`src/rtl/core/tnu_pkg.sv`:
```
// Shared constants, codes and types of the triangle normal unit.
`default_nettype none
package tnu_pkg;

  localparam int VERTEX_COUNT   = 1024;
  localparam int TRIANGLE_COUNT = 1024;
  localparam int VADDR_W = (VERTEX_COUNT > 1) ? $clog2(VERTEX_COUNT) : 1;
  localparam int TADDR_W = (TRIANGLE_COUNT > 1) ? $clog2(TRIANGLE_COUNT) : 1;

  localparam int IDX_W   = 10;
  localparam int COORD_W = 32;
  localparam int EDGE_W  = 33;
  localparam int CROSS_W = 67;
  localparam int MAG_W   = 67;
  localparam int LO_W    = 34;
  localparam int SUM_W   = 134;
  localparam int ROOT_W  = 67;
  localparam int REM_W   = 70;
  localparam int CS_W    = 79;
  localparam int MUL_W   = 35;
  localparam int PROD_W  = 70;
  localparam int NRM_W   = 12;
  localparam int Q_W     = 11;
  localparam int CNT_W   = 7;

  typedef enum logic [1:0] {
    MODE_WR_VTX  = 2'd0,
    MODE_WR_TRI  = 2'd1,
    MODE_TRI_NRM = 2'd2,
    MODE_VTX_NRM = 2'd3
  } tnu_mode_t;

  typedef struct packed {
    logic                   vtx_we;
    logic [VADDR_W-1:0]     vtx_waddr;
    logic [3*COORD_W-1:0]   vtx_wdata;
    logic                   tri_we;
    logic [TADDR_W-1:0]     tri_waddr;
    logic [3*IDX_W-1:0]     tri_wdata;
    logic [VADDR_W-1:0]     vtx_raddr;
    logic [TADDR_W-1:0]     tri_raddr;
  } tnu_store_req_t;

endpackage
`default_nettype wire

```
`src/rtl/core/tnu_mul.sv`:
```
// Shared signed multiplier with a registered product.
`default_nettype none
module tnu_mul (
  input  logic                                clk,
  input  logic signed [tnu_pkg::MUL_W-1:0]    a,
  input  logic signed [tnu_pkg::MUL_W-1:0]    b,
  output logic signed [tnu_pkg::PROD_W-1:0]   p_r
);
  import tnu_pkg::*;

  always_ff @(posedge clk) begin
    p_r <= a * b;
  end

endmodule
`default_nettype wire

```
`config.mk`:
```
export PLATFORM = sky130hd
export DESIGN_NAME = tnu_mul
export DESIGN_NICKNAME = d
export VERILOG_FILES = /design/src/rtl/core/tnu_pkg.sv /design/src/rtl/core/tnu_mul.sv
export SDC_FILE = /design/constraint.sdc
export NUM_CORES = 2
export LEC_CHECK = 0
export BUFFER_PORTS_ARGS = -buffer_cell sky130_fd_sc_hd__buf_4
export CORE_ASPECT_RATIO = 1.2
export CORE_MARGIN = 4
export CORE_UTILIZATION = 33
export DETAILED_ROUTE_END_ITERATION = 12
export PLACE_DENSITY = 0.54
export SYNTH_ARGS = -nofsm -noshare
export SYNTH_HDL_FRONTEND = slang
export SYNTH_SLANG_ARGS = --single-unit
export TNS_END_PERCENT = 5
```
`constraint.sdc`:
```
create_clock -name clk -period 10.22 [get_ports clk]
set_input_delay 0.511 -clock clk [delete_from_list [all_inputs] [get_ports clk]]
set_output_delay 0.511 -clock clk [all_outputs]
set_load 0.01 [all_outputs]
```
==> out/results.tsv <==
metric	value	unit
outcome	completed	
hold-fix buffers at CTS	0	
Starting Density	0.334	
1st-iter DRT viols	1592	
CTS Root Cell	clkbuf_16	
Post-Syn Area	0.0448	mm^2
EDFF count, synth	0	
min-delay worst type	input pin to register	
Detail Route Antenna Nets	0	
most frequent cells after synthesis	1,311 x fa_1, 1,158 x inv_1, 667 x and2_1, 569 x nand2_1, 230 x clkbuf_1	
ys flop type	dfxtp_1	
Hold Startpoint	b[0]	
most common cell in the synthesized netlist	fa_1	
Syn Inst Count	4671	
Async S/R FF share, synth	0	
RSZ-0062 raised after global routing	false	
CP endpoint kind	register	
FF+latch count, synth	70	
DR pass1 iterations	5	
DRC	0	
Via Count	30800	
initial antenna violation count	11	
drt wl/cell	21.1	um
nets	6169	
Worst setup SP type	input pin	
Routed WL	135	mm
Period minus WS final	8510	ps
Bufs on Longest Clock Path	2	
Regs by FF count	p_r x70	
Synth top area share	0.585	
number of global-route vias before repair	35100	
count of different cell masters after synthesis	71	
Slew Limit Fails	0	
Largest register FFs	70	
Yosys Warn Count	0	
core area	0.134	mm^2
Final setup viols	0	
Worst-path clk slew	80	ps
Worst-Margin Slew	1030	ps
Num Clock Sinks	70	
Required @ worst endpoint	10510	ps
syn nets	6260	
Area Overhead vs Synth	5.92	%
die height	412	um
GP Congestion	0.834	
Final period util	0.832	
first-pass GRT wire length	209	mm
Max-Cap Viols	0	
fraction of layout cells with a size suffix above 1	0.0414	
die area	0.142	mm^2
post-synthesis sequential area ratio	0.0313	
Ports	141	
Yosys top cell by area	fa_1	
CP Class	input pin to register	
Syn Area/Cell	9.60	um^2
ranking of synthesized cells by area	fa_1 59%, inv_1 9.7%, and2_1 9.3%, ha_1 5.8%, nand2_1 4.8%	
Port Buf Inserts	140	
Biggest register	p_r	
setup bufs post-CTS	0	
setup total negative slack	0	ps
Via-to-Cell Ratio	4.82	
Die X	344	um
# resized after CTS	0	
crit path DAT	8800	ps
pin count of the biggest net entering global routing	36	
Clock H-tree levels	3	
CTS Buf Count	9	
Congestion Overflow GR	0	
Final Hold Fails	0	
fill count	13800	
CP max FO	35	
Detailed Place HPWL	106	mm
hold worst-path end	p_r[0]$_DFF_P_	
row count	147	
GRT Util Overall	0.197	
Max-slew headroom	0.303	
CTS tree	built	
Peak Freq	0.118	GHz
Hold Path Cell Cnt	2	
-- layout make-up --
class                      count  area [um^2]  share of cell area
multi-input combinational   3191        38000               0.801
sequential                    70         1400              0.0295
antenna                        5         12.5            0.000263
inverter                    1159         4350              0.0916
clock buffer                   9          225             0.00474
clock inverter                 7          105             0.00221
timing repair buffer         149         1120              0.0236
tap                         1788         2240              0.0471
-- through the flow --
step,util,instances,area [um^2],setup WS (ps),hold WS [ps]
2_1_floorplan,-,4671,44800,1720,638
3_3_place_gp,0.351,6357,47100,1400,902
3_5_place_dp,0.351,6357,47100,1330,902
4_1_cts,0.353,6373,47500,1740,629
5_1_grt,0.353,6374,47500,1270,649
6_report,0.353,6378,47500,1710,656
-- cells by family (layout without fill, tap and decap cells) --
group / count (synthesis) / count (layout) / share of synthesized area
xor+xnor: 79 / 79 / 0.0154
other cells: 0 / 5 / 0
fa+ha+maj: 1518 / 1518 / 0.643
compound gates: 229 / 229 / 0.0335
simple gates: 1365 / 1365 / 0.156
flops: 70 / 70 / 0.0313
buf+inv: 1410 / 1324 / 0.120
-- placed cells by master, fill, tap and decap left out, types with 3 or more instances in the layout --
cell type	n
xor2_1	25
a211o_1	3
and3_1	11
o21bai_1	12
a21oi_1	75
nand2b_1	15
nor2_1	52
a21o_1	38
o211ai_1	5
fa_1	1310
o21ai_2	3
o21ai_1	13
a211oi_1	3
nor2b_1	5
and2_1	667
inv_1	1158
and4_1	3
nand2_1	569
a31oi_1	8
dfxtp_1	70
o21a_1	9
nand4_1	16
xnor2_1	54
o21ai_0	32
ha_1	207
buf_4	149
diode_2	5
clkbuf_16	9
nand3_1	7
-- layer usage --
metal | global-route usage | vias up | wire length, um
met2 | 0.379 | 800 | 75100
li1 | - | 13000 | -
met4 | 0.0920 | 14 | 7750
met1 | 0.214 | 16600 | 46300
met5 | 0 | - | 79
met3 | 0.0219 | 273 | 5290
-- critical path, cell delays in order --
cell and delay (ps):
buf_4 350, nand2_1 170, inv_1 160, fa_1 490
fa_1 570, fa_1 500, buf_4 220, inv_1 90
fa_1 820, inv_1 380, fa_1 550, fa_1 520
fa_1 490, inv_1 50, fa_1 470, inv_1 40
ha_1 380, a21o_1 210, a21o_1 170, a21oi_1 190
o21ai_0 110, a221o_1 350, a21o_1 200, a31oi_1 330
o21a_1 190, o21ai_1 80, xor2_1 140
-- how the worst max path moves through the flow --
stage | start | end | slack, ps | cells past startpoint
after floorplan | a[34] | p_r[68]$_DFF_P_ | 1720 | 28
final | a[34] | p_r[68]$_DFF_P_ | 1710 | 27
after global routing | a[34] | p_r[68]$_DFF_P_ | 1270 | 27
after global placement | a[34] | p_r[68]$_DFF_P_ | 1400 | 27
after detailed placement | a[34] | p_r[68]$_DFF_P_ | 1330 | 27
after CTS | a[34] | p_r[68]$_DFF_P_ | 1740 | 27
Power is left out: the tool's default activity adds up to more than one toggle a clock period on the data nets, which glitch-free logic cannot reach.
