<file path="config.mk">
export PLATFORM = sky130hd
export DESIGN_NAME = tnu_csub
export DESIGN_NICKNAME = d
export VERILOG_FILES = /design/src/rtl/core/tnu_pkg.sv /design/src/rtl/core/tnu_csub.sv
export SDC_FILE = /design/constraint.sdc
export NUM_CORES = 1
export LEC_CHECK = 0
export CAP_MARGIN = 20
export CORE_UTILIZATION = 60
export DETAILED_ROUTE_END_ITERATION = 16
export DONT_BUFFER_PORTS = 1
export GPL_TIMING_DRIVEN = 0
export MAX_ROUTING_LAYER = met4
export PLACE_DENSITY = 0.74
export SLEW_MARGIN = 20
export SYNTH_ARGS = -nofsm -noshare
export SYNTH_HDL_FRONTEND = slang
export SYNTH_SLANG_ARGS = --single-unit
</file>
<file path="constraint.sdc">
create_clock -name vclk -period 7.8
set_input_delay 0.78 -clock vclk [all_inputs]
set_output_delay 0.78 -clock vclk [all_outputs]
set_load 0.05 [all_outputs]
</file>
<file path="src/rtl/core/tnu_pkg.sv">
// Shared constants, codes and types of the triangle normal unit.
`default_nettype none
package tnu_pkg;

  localparam int VERTEX_COUNT   = 1024;
  localparam int TRIANGLE_COUNT = 1024;
  localparam int VADDR_W = (VERTEX_COUNT > 1) ? $clog2(VERTEX_COUNT) : 1;
  localparam int TADDR_W = (TRIANGLE_COUNT > 1) ? $clog2(TRIANGLE_COUNT) : 1;

  localparam int IDX_W   = 10;
  localparam int COORD_W = 32;
  localparam int EDGE_W  = 33;
  localparam int CROSS_W = 67;
  localparam int MAG_W   = 67;
  localparam int LO_W    = 34;
  localparam int SUM_W   = 134;
  localparam int ROOT_W  = 67;
  localparam int REM_W   = 70;
  localparam int CS_W    = 79;
  localparam int MUL_W   = 35;
  localparam int PROD_W  = 70;
  localparam int NRM_W   = 12;
  localparam int Q_W     = 11;
  localparam int CNT_W   = 7;

  typedef enum logic [1:0] {
    MODE_WR_VTX  = 2'd0,
    MODE_WR_TRI  = 2'd1,
    MODE_TRI_NRM = 2'd2,
    MODE_VTX_NRM = 2'd3
  } tnu_mode_t;

  typedef struct packed {
    logic                   vtx_we;
    logic [VADDR_W-1:0]     vtx_waddr;
    logic [3*COORD_W-1:0]   vtx_wdata;
    logic                   tri_we;
    logic [TADDR_W-1:0]     tri_waddr;
    logic [3*IDX_W-1:0]     tri_wdata;
    logic [VADDR_W-1:0]     vtx_raddr;
    logic [TADDR_W-1:0]     tri_raddr;
  } tnu_store_req_t;

endpackage
`default_nettype wire

</file>
<file path="src/rtl/core/tnu_csub.sv">
// Shared compare and subtract unit for the root and quotient recurrences.
`default_nettype none
module tnu_csub (
  input  logic [tnu_pkg::CS_W-1:0] a,
  input  logic [tnu_pkg::CS_W-1:0] b,
  output logic                     ge,
  output logic [tnu_pkg::CS_W-1:0] diff
);
  import tnu_pkg::*;

  logic borrow;

  assign {borrow, diff} = {1'b0, a} - {1'b0, b};
  assign ge = ~borrow;

endmodule
`default_nettype wire

</file>
==> flow_summary.yaml, run 1 <==
cts:
  cts_setup_buffers: 0
  postCtsHoldBufs: 0
  ctsResizeCount: 0
critical_path:
  path_cells: "inv_1 > ha_1 > fa_1 > and2b_1 > o211ai_2 > a2111oi_4 > o2111ai_2 > and3b_4 > nor3_4 > a31oi_2 > o211ai_2 > a21oi_1 > o31ai_2 > xor2_1"
  cp-end-kind: "output pin"
  cpMostUsedCell: "o211ai_2"
  critPathLaunchType: "input pin"
  worst-path-stages: 14
  critical_path_buf_inv_count: 1
  cp.arrival_ns: 4.78
  critPathKind: "input pin to output pin"
  worst-path-max-fanout: 4
  critPathMaxStageDelay_ns: 0.85
  crit_slowest_cell: "xor2_1"
  crit_family: "compound AO/OA/AOI/OAI gates"
  required_ns: 7.02
global_routing:
  overflow: 0
  grt_pass1_wl_um: 23100
  antenna_found_initial: 0
  grtUsageTotal_pct: 32.4
  grt_pass1_vias: 5104
  grt_start_max_net_pins: 11
die:
  die_x_um: 94.1
  fp-row-count: 33
  die_y_um: 94.1
  core_area_um2: 8220
  start_util_pct: 61.9
  dieArea_um2: 8860
  ios: 238
yosys:
  netlist-cell-type-count: 63
  postSynthAreaPerCell_um2: 6.47
  synthCells: 787
  synth_fp_nets: 1025
  syn-cell-area_um2: 5090
  synth_seq_area_share_pct: 0
  ys_warn_count: 0
pwr:
  power_density_nw_per_um2: 153
  power_mw: 0.807
  peakVddDrop_mv: 0.0865
  p_leak_nw: 2.57
sta:
  worst_pin_slew_ns: 1.17
  whs_ns: 1.85
  setup_violations: 0
  slew_violations: 0
  fmax_ghz: 0.180
  final_hold_viol_count: 0
  period_share_pct: 71.3
  setup-tns-final_ns: 0
  fin_crit_ns: 5.56
  slew_headroom_pct: 21.3
  rsz0062_at_grt: "no"
detailed_routing:
  via_per_inst: 6.30
  ant_nets: 0
  wirelength_um: 14800
  drc: 0
  drt_iter0_markers: 259
  first_pass_iters: 5
  vias: 5628
  wl_per_cell_um: 16.5
cells_and_area:
  multi_input_area_um2: 4650
  fillers: 789
  fin_area_um2: 5290
  nClkBuffers: 0
  drive_above_1_share_pct: 3.55
  seq_area_um2: 0
  stdcell_count: 894
  seq_cell_count: 0
  num-nets-final: 1029
  area_growth_pct: 3.93
  antenna_cells: 0
placement:
  dpl_cell_area_um2: 5290
  place_hpwl_um: 12800
  dp.cells: 894
  port_buffers: 0
  place_congestion: 0.948
worst_hold_path:
  hold_class: "input pin to output pin"
  whs_path_depth: 2
status:
  status: "completed"
flow_run:
  drv_cap: 0
## Yosys cell counts (16+ instances only)
| library cell | n | area [um^2] |
|---|---|---|
| o21ai_0 | 52 | 260 |
| nand4_1 | 28 | 175 |
| a21o_1 | 45 | 338 |
| clkbuf_1 | 37 | 139 |
| a21oi_1 | 96 | 480 |
| xnor2_1 | 50 | 438 |
| inv_1 | 95 | 357 |
| o21a_1 | 16 | 120 |
| xor2_1 | 23 | 201 |
| nor2_1 | 64 | 240 |
| nand2_1 | 58 | 218 |
| ha_1 | 79 | 988 |
## where the power goes
part | internal (mW) | total [mW] | switching, mW
Clock | 0 | 0 | 0
Combinational | 0.185 | 0.807 | 0.622
Sequential | 0 | 0 | 0
Total | 0.185 | 0.807 | 0.622
## kinds of logic after synthesis
logic type / Yosys count / synth area share (%)
mux: 1 / 0.197
simple gates: 220 / 21.3
xor+xnor: 73 / 12.6
fa+ha+maj: 80 / 19.8
compound gates: 281 / 36.4
buf+inv: 132 / 9.73
## path summary, 6_finish.rpt
check / slack [ns] / to / from
setup / recovery: 2.24 / diff[78] / a[0]
hold / removal: 1.85 / diff[0] / b[0]
## per-stage QoR
| stage | worst slack (ns) | utilization [%] |
|---|---|---|
| finish | 2.24 | 64.4 |
| global route | 2.06 | 64.4 |
| CTS | 2.25 | 64.4 |
| detailed placement | 2.27 | 64.4 |
| global placement | 2.29 | 63.5 |
| floorplan | 2.83 | - |
## cell usage in the layout (no fill, tap or decap), types with 3 or more instances in the layout
master,netlist,layout
o211ai_1,4,4
a31oi_1,6,6
and3_1,5,5
o21bai_1,15,15
nor2_1,64,64
o31ai_1,4,4
inv_1,95,95
nand2b_1,7,7
nand4_1,28,28
nor3_1,13,13
o21a_1,16,16
a41oi_1,5,5
nand2_1,58,58
a21oi_1,96,96
a221oi_1,3,3
nand3_1,15,15
ha_1,79,79
a211oi_1,5,5
nor3b_1,3,3
xor2_1,23,23
a21o_1,45,45
nor2b_1,9,9
xnor2_2,0,6
clkbuf_1,37,37
o21ai_0,52,52
xnor2_1,50,44
## final cells by class
class | count | share of cell area, %
timing repair buffer | 2 | 0.284
multi-input combinational | 655 | 87.9
tap | 105 | 2.48
buffer | 37 | 2.63
inverter | 95 | 6.74
## routing by layer
metal / routed length [um] / track usage [%] / part of all wire (%) / vias up
met2: 7180 / 58.8 / 49 / 244
met1: 6290 / 38.3 / 43 / 2540
met5: 0 / - / 0 / -
met3: 843 / 2.59 / 5.7 / 34
li1: - / - / - / 2810
met4: 440 / 8.21 / 3.0 / 0
(Power assumes the default switching activity.)
==> inputs of run 2 (changes only) <==
Clock period 7.8 ns to 5.2 ns, I/O delays scaled along.
==> run 2 against run 1 <==
Worst setup slack worse by 2.0 ns. Routed wire length decreased by 0.14%. Critical path depth unchanged. First-iteration DRC count is 3.5% lower. Utilization up 0.091 points. Cell count unchanged.
==> flow_summary.yaml, run 2 (synthesis results as in run 1) <==
status:
  status: "completed"
die:
  die_x_um: 94.1
  fp-row-count: 33
  die_y_um: 94.1
  start_util_pct: 61.9
  ios: 238
  core_area_um2: 8220
  dieArea_um2: 8860
global_routing:
  grt_start_max_net_pins: 11
  grtUsageTotal_pct: 32.4
  antenna_found_initial: 0
  overflow: 0
  grt_pass1_vias: 5104
  grt_pass1_wl_um: 23100
sta:
  rsz0062_at_grt: "no"
  period_share_pct: 96.0
  setup_violations: 0
  fmax_ghz: 0.200
  slew_violations: 0
  slew_headroom_pct: 21.3
  final_hold_viol_count: 0
  fin_crit_ns: 4.99
  worst_pin_slew_ns: 1.17
  setup-tns-final_ns: 0
detailed_routing:
  wirelength_um: 14700
  wl_per_cell_um: 16.5
  first_pass_iters: 5
  drt_iter0_markers: 250
  via_per_inst: 6.29
  ant_nets: 0
  vias: 5621
  drc: 0
cts:
  postCtsHoldBufs: 0
  cts_setup_buffers: 0
  ctsResizeCount: 0
critical_path:
  cp-end-kind: "output pin"
  crit_family: "compound AO/OA/AOI/OAI gates"
  critPathLaunchType: "input pin"
  cp.arrival_ns: 4.47
  worst-path-max-fanout: 4
  critPathMaxStageDelay_ns: 0.90
  critical_path_buf_inv_count: 1
  cpMostUsedCell: "o211ai_2"
  critPathKind: "input pin to output pin"
  path_cells: "inv_1 > ha_1 > fa_1 > and2b_1 > o211ai_2 > a2111oi_4 > o2111ai_2 > and3b_4 > nor3_4 > a31oi_2 > o211ai_2 > a31o_2 > a21oi_1 > xnor2_1"
  required_ns: 4.68
  crit_slowest_cell: "xnor2_1"
cells_and_area:
  final_common_cell: "a21oi_1"
  seq_cell_count: 0
  seq_area_um2: 0
  nClkBuffers: 0
  final_cell_mix: "a21oi_1 (96), inv_1 (95), ha_1 (79)"
  area_growth_pct: 4.08
  multi_input_area_um2: 4660
  num-nets-final: 1029
  antenna_cells: 0
  fillers: 792
  drive_above_1_share_pct: 3.68
worst_hold_path:
  hold_class: "input pin to output pin"
  hp-start: "b[0]"
  whs_path_depth: 2
  holdPathEnd: "diff[0]"
placement:
  port_buffers: 0
  place_hpwl_um: 12800
  place_congestion: 0.948
pwr:
  power_mw: 1.21
  peakVddDrop_mv: 0.130
  p_leak_nw: 2.57
  power_density_nw_per_um2: 229
flow_run:
  drv_cap: 0
## run 2: changes by cell type in the layout (fill, tap and decap cells not counted)
cell    delta
xor2_1     -1
xor2_2     +1
## run 2: report_power, final
group / switching (mW) / internal, mW / total [mW] / leakage [nW]
Sequential: 0 / 0 / 0 / 0
Combinational: 0.934 / 0.278 / 1.21 / 2.57
Clock: 0 / 0 / 0 / 0
## run 2: cell type report
type / count / area share [%]
buffer: 37 / 2.62
inverter: 95 / 6.73
multi-input combinational: 655 / 87.9
tap: 105 / 2.48
timing repair buffer: 2 / 0.283
## run 2: stage by stage
stage | utilization (%) | hold WS, ns | area (um^2) | instances | setup WS (ns)
3_3_place_gp | 63.5 | 1.33 | 5220 | 892 | 0.208
4_1_cts | 64.4 | 1.33 | 5290 | 894 | 0.174
2_1_floorplan | - | 1.32 | 5090 | 787 | 0.754
6_report | 64.5 | 1.33 | 5300 | 894 | 0.208
3_5_place_dp | 64.4 | 1.32 | 5290 | 894 | 0.189
5_1_grt | 64.5 | 1.36 | 5300 | 894 | 0.0520
## run 2: worst max path at each step
| stage | start | end | slack (ns) | cells after the start |
|---|---|---|---|---|
| 2_1_floorplan | a[0] | diff[78] | 0.75 | 14 |
| 3_5_place_dp | a[0] | diff[78] | 0.19 | 14 |
| 3_3_place_gp | a[0] | diff[78] | 0.21 | 14 |
| 5_1_grt | a[0] | diff[70] | 0.05 | 14 |
| 6_report | a[0] | diff[70] | 0.21 | 14 |
| 4_1_cts | a[0] | diff[78] | 0.17 | 14 |
## run 2: metal layers
layer | GRT usage (%) | wire length [um] | vias to the layer above
li1 | - | - | 2810
met1 | 38.3 | 6230 | 2526
met2 | 58.8 | 7200 | 251
met3 | 2.59 | 865 | 34
met4 | 8.21 | 442 | 0
met5 | - | 0 | -
==> inputs of run 3 (changes only) <==
Settings changed: ABC_AREA from default to 1, CORE_MARGIN from default to 3.
==> run 3 against run 2 <==
Routed wire length up 77%. Design area is 49% higher. Worst setup slack gained 1.4 ns. Sequential share of layout area stayed put. Total power up 11%. Non-clock buffer count fell by 38. Largest power group unchanged.
==> flow_summary.yaml, run 3 <==
global_routing:
  grt_start_max_net_pins: 9
  overflow: 0
  grtUsageTotal_pct: 35.4
  antenna_found_initial: 0
  grt_pass1_vias: 8294
  grt_pass1_wl_um: 40100
detailed_routing:
  wl_per_cell_um: 14.6
  drc: 0
  via_per_inst: 5.22
  wirelength_um: 26000
  drt_iter0_markers: 1045
  ant_nets: 0
  vias: 9308
  first_pass_iters: 6
die:
  die_y_um: 119
  core_area_um2: 12300
  ios: 238
  dieArea_um2: 14200
  start_util_pct: 62.5
  die_x_um: 119
  fp-row-count: 40
cells_and_area:
  final_cell_mix: "nand2_1 (618), inv_1 (407), nor2_1 (142)"
  area_growth_pct: 2.74
  drive_above_1_share_pct: 7.55
  num-nets-final: 1855
  final_common_cell: "nand2_1"
  seq_cell_count: 0
  fin_util_pct: 64.2
  nClkBuffers: 0
  seq_area_um2: 0
  antenna_cells: 0
cts:
  ctsResizeCount: 0
  postCtsHoldBufs: 0
  cts_setup_buffers: 0
critical_path:
  cp-end-kind: "output pin"
  required_ns: 4.68
  critPathLaunchType: "input pin"
  worst-path-max-fanout: 4
  cp.arrival_ns: 3.07
  critPathKind: "input pin to output pin"
yosys:
  synth_fp_nets: 1853
  postSynthAreaPerCell_um2: 4.75
  synth_seq_area_share_pct: 0
  synthTopCellsByCount: "nand2_1 (618), inv_1 (407), nor2_1 (142), ha_1 (79), a21oi_1 (74)"
  synth_most_common_cell: "nand2_1"
  ys_warn_count: 0
  synth_top_cell_area_share_pct: 30.3
  synth_top_area_cell: "nand2_1"
  synthCells: 1615
  yosys-top-cells-area: "nand2_1 (30%), inv_1 (20%), ha_1 (13%), nor2_1 (7.0%), a21oi_1 (4.8%)"
  syn-cell-area_um2: 7660
  netlist-cell-type-count: 33
sta:
  period_share_pct: 69.0
  worst_pin_slew_ns: 1.14
  slew_headroom_pct: 23.5
  fin_ws_ns: 1.61
  rsz0062_at_grt: "no"
  fmax_ghz: 0.279
  setup-tns-final_ns: 0
  setup_violations: 0
  slew_violations: 0
  fin_crit_ns: 3.59
  final_hold_viol_count: 0
pwr:
  p_leak_nw: 5.15
  p_seq_share_pct: 0
  power_density_nw_per_um2: 171
  comb_power_share_pct: 100.0
  peakVddDrop_mv: 0.123
  intPower_mw: 0.275
  power.switching_mw: 1.07
  p_sw_share_pct: 79.5
  clkPwrFrac_pct: 0
placement:
  dp_slack_ns: 1.64
  place_hpwl_um: 23500
  place_congestion: 1.08
  port_buffers: 0
worst_hold_path:
  hold_class: "input pin to output pin"
status:
  status: "completed"
flow_run:
  drv_cap: 0
==> run 3: critical path, cell delays in order <==
cell and delay (ns):
inv_1 0.02, ha_1 0.24, fa_1 0.42, inv_1 0.16, nand2_1 0.07, nand2_1 0.06
nand3_1 0.07, nand2_1 0.16, nand2_1 0.09, nand3_2 0.15, nand2_1 0.09, nand2_2 0.12
xor2_1 0.89
==> run 3: cell families after synthesis <==
family                   Yosys count  synth area share, %
buffers and inverters            428                 21.1
adder cells (fa/ha/maj)           80                 13.2
AO/OA/AOI/OAI                    121                 8.59
XOR/XNOR                          45                 5.14
AND/OR/NAND/NOR                  941                 52.1
==> run 3: stage by stage <==
stage	power (mW)	hold slack [ns]	instance area, um^2	std cells
after detailed placement	1.32	1.33	7880	1783
after floorplan	1.11	1.32	7660	1615
after global placement	1.31	1.33	7880	1783
final	1.34	1.33	7880	1783
after global routing	1.44	1.33	7880	1783
after CTS	1.33	1.33	7880	1783
==> run 3: final cells by class <==
type	count	area, um^2
plain buffers	1	11.3
multi-input cells	1187	6050
fillers	1345	4390
inverters	427	1600
well taps	168	210
==> run 3: path summary, 6_finish.rpt <==
path	from	to	slack, ns	depth (start not counted)
setup / recovery	a[0]	diff[40]	1.61	13
hold / removal	b[0]	diff[0]	1.33	2
==> run 3: per-layer routing <==
| metal | part of all wire (%) | GRT usage (%) | up-vias |
|---|---|---|---|
| met5 | 0 | - | - |
| met4 | 1.5 | 5.14 | 0 |
| met3 | 9.9 | 2.90 | 32 |
| met2 | 44 | 57.3 | 456 |
| met1 | 45 | 49.2 | 4056 |
| li1 | - | - | 4764 |
==> run 3: power by group through the flow <==
stage	clock, mW	sequential, mW	combinational, mW
final	0	0	1.34
after detailed placement	0	0	1.32
after global placement	0	0	1.31
after CTS	0	0	1.33
after global routing	0	0	1.44
after floorplan	0	0	1.11
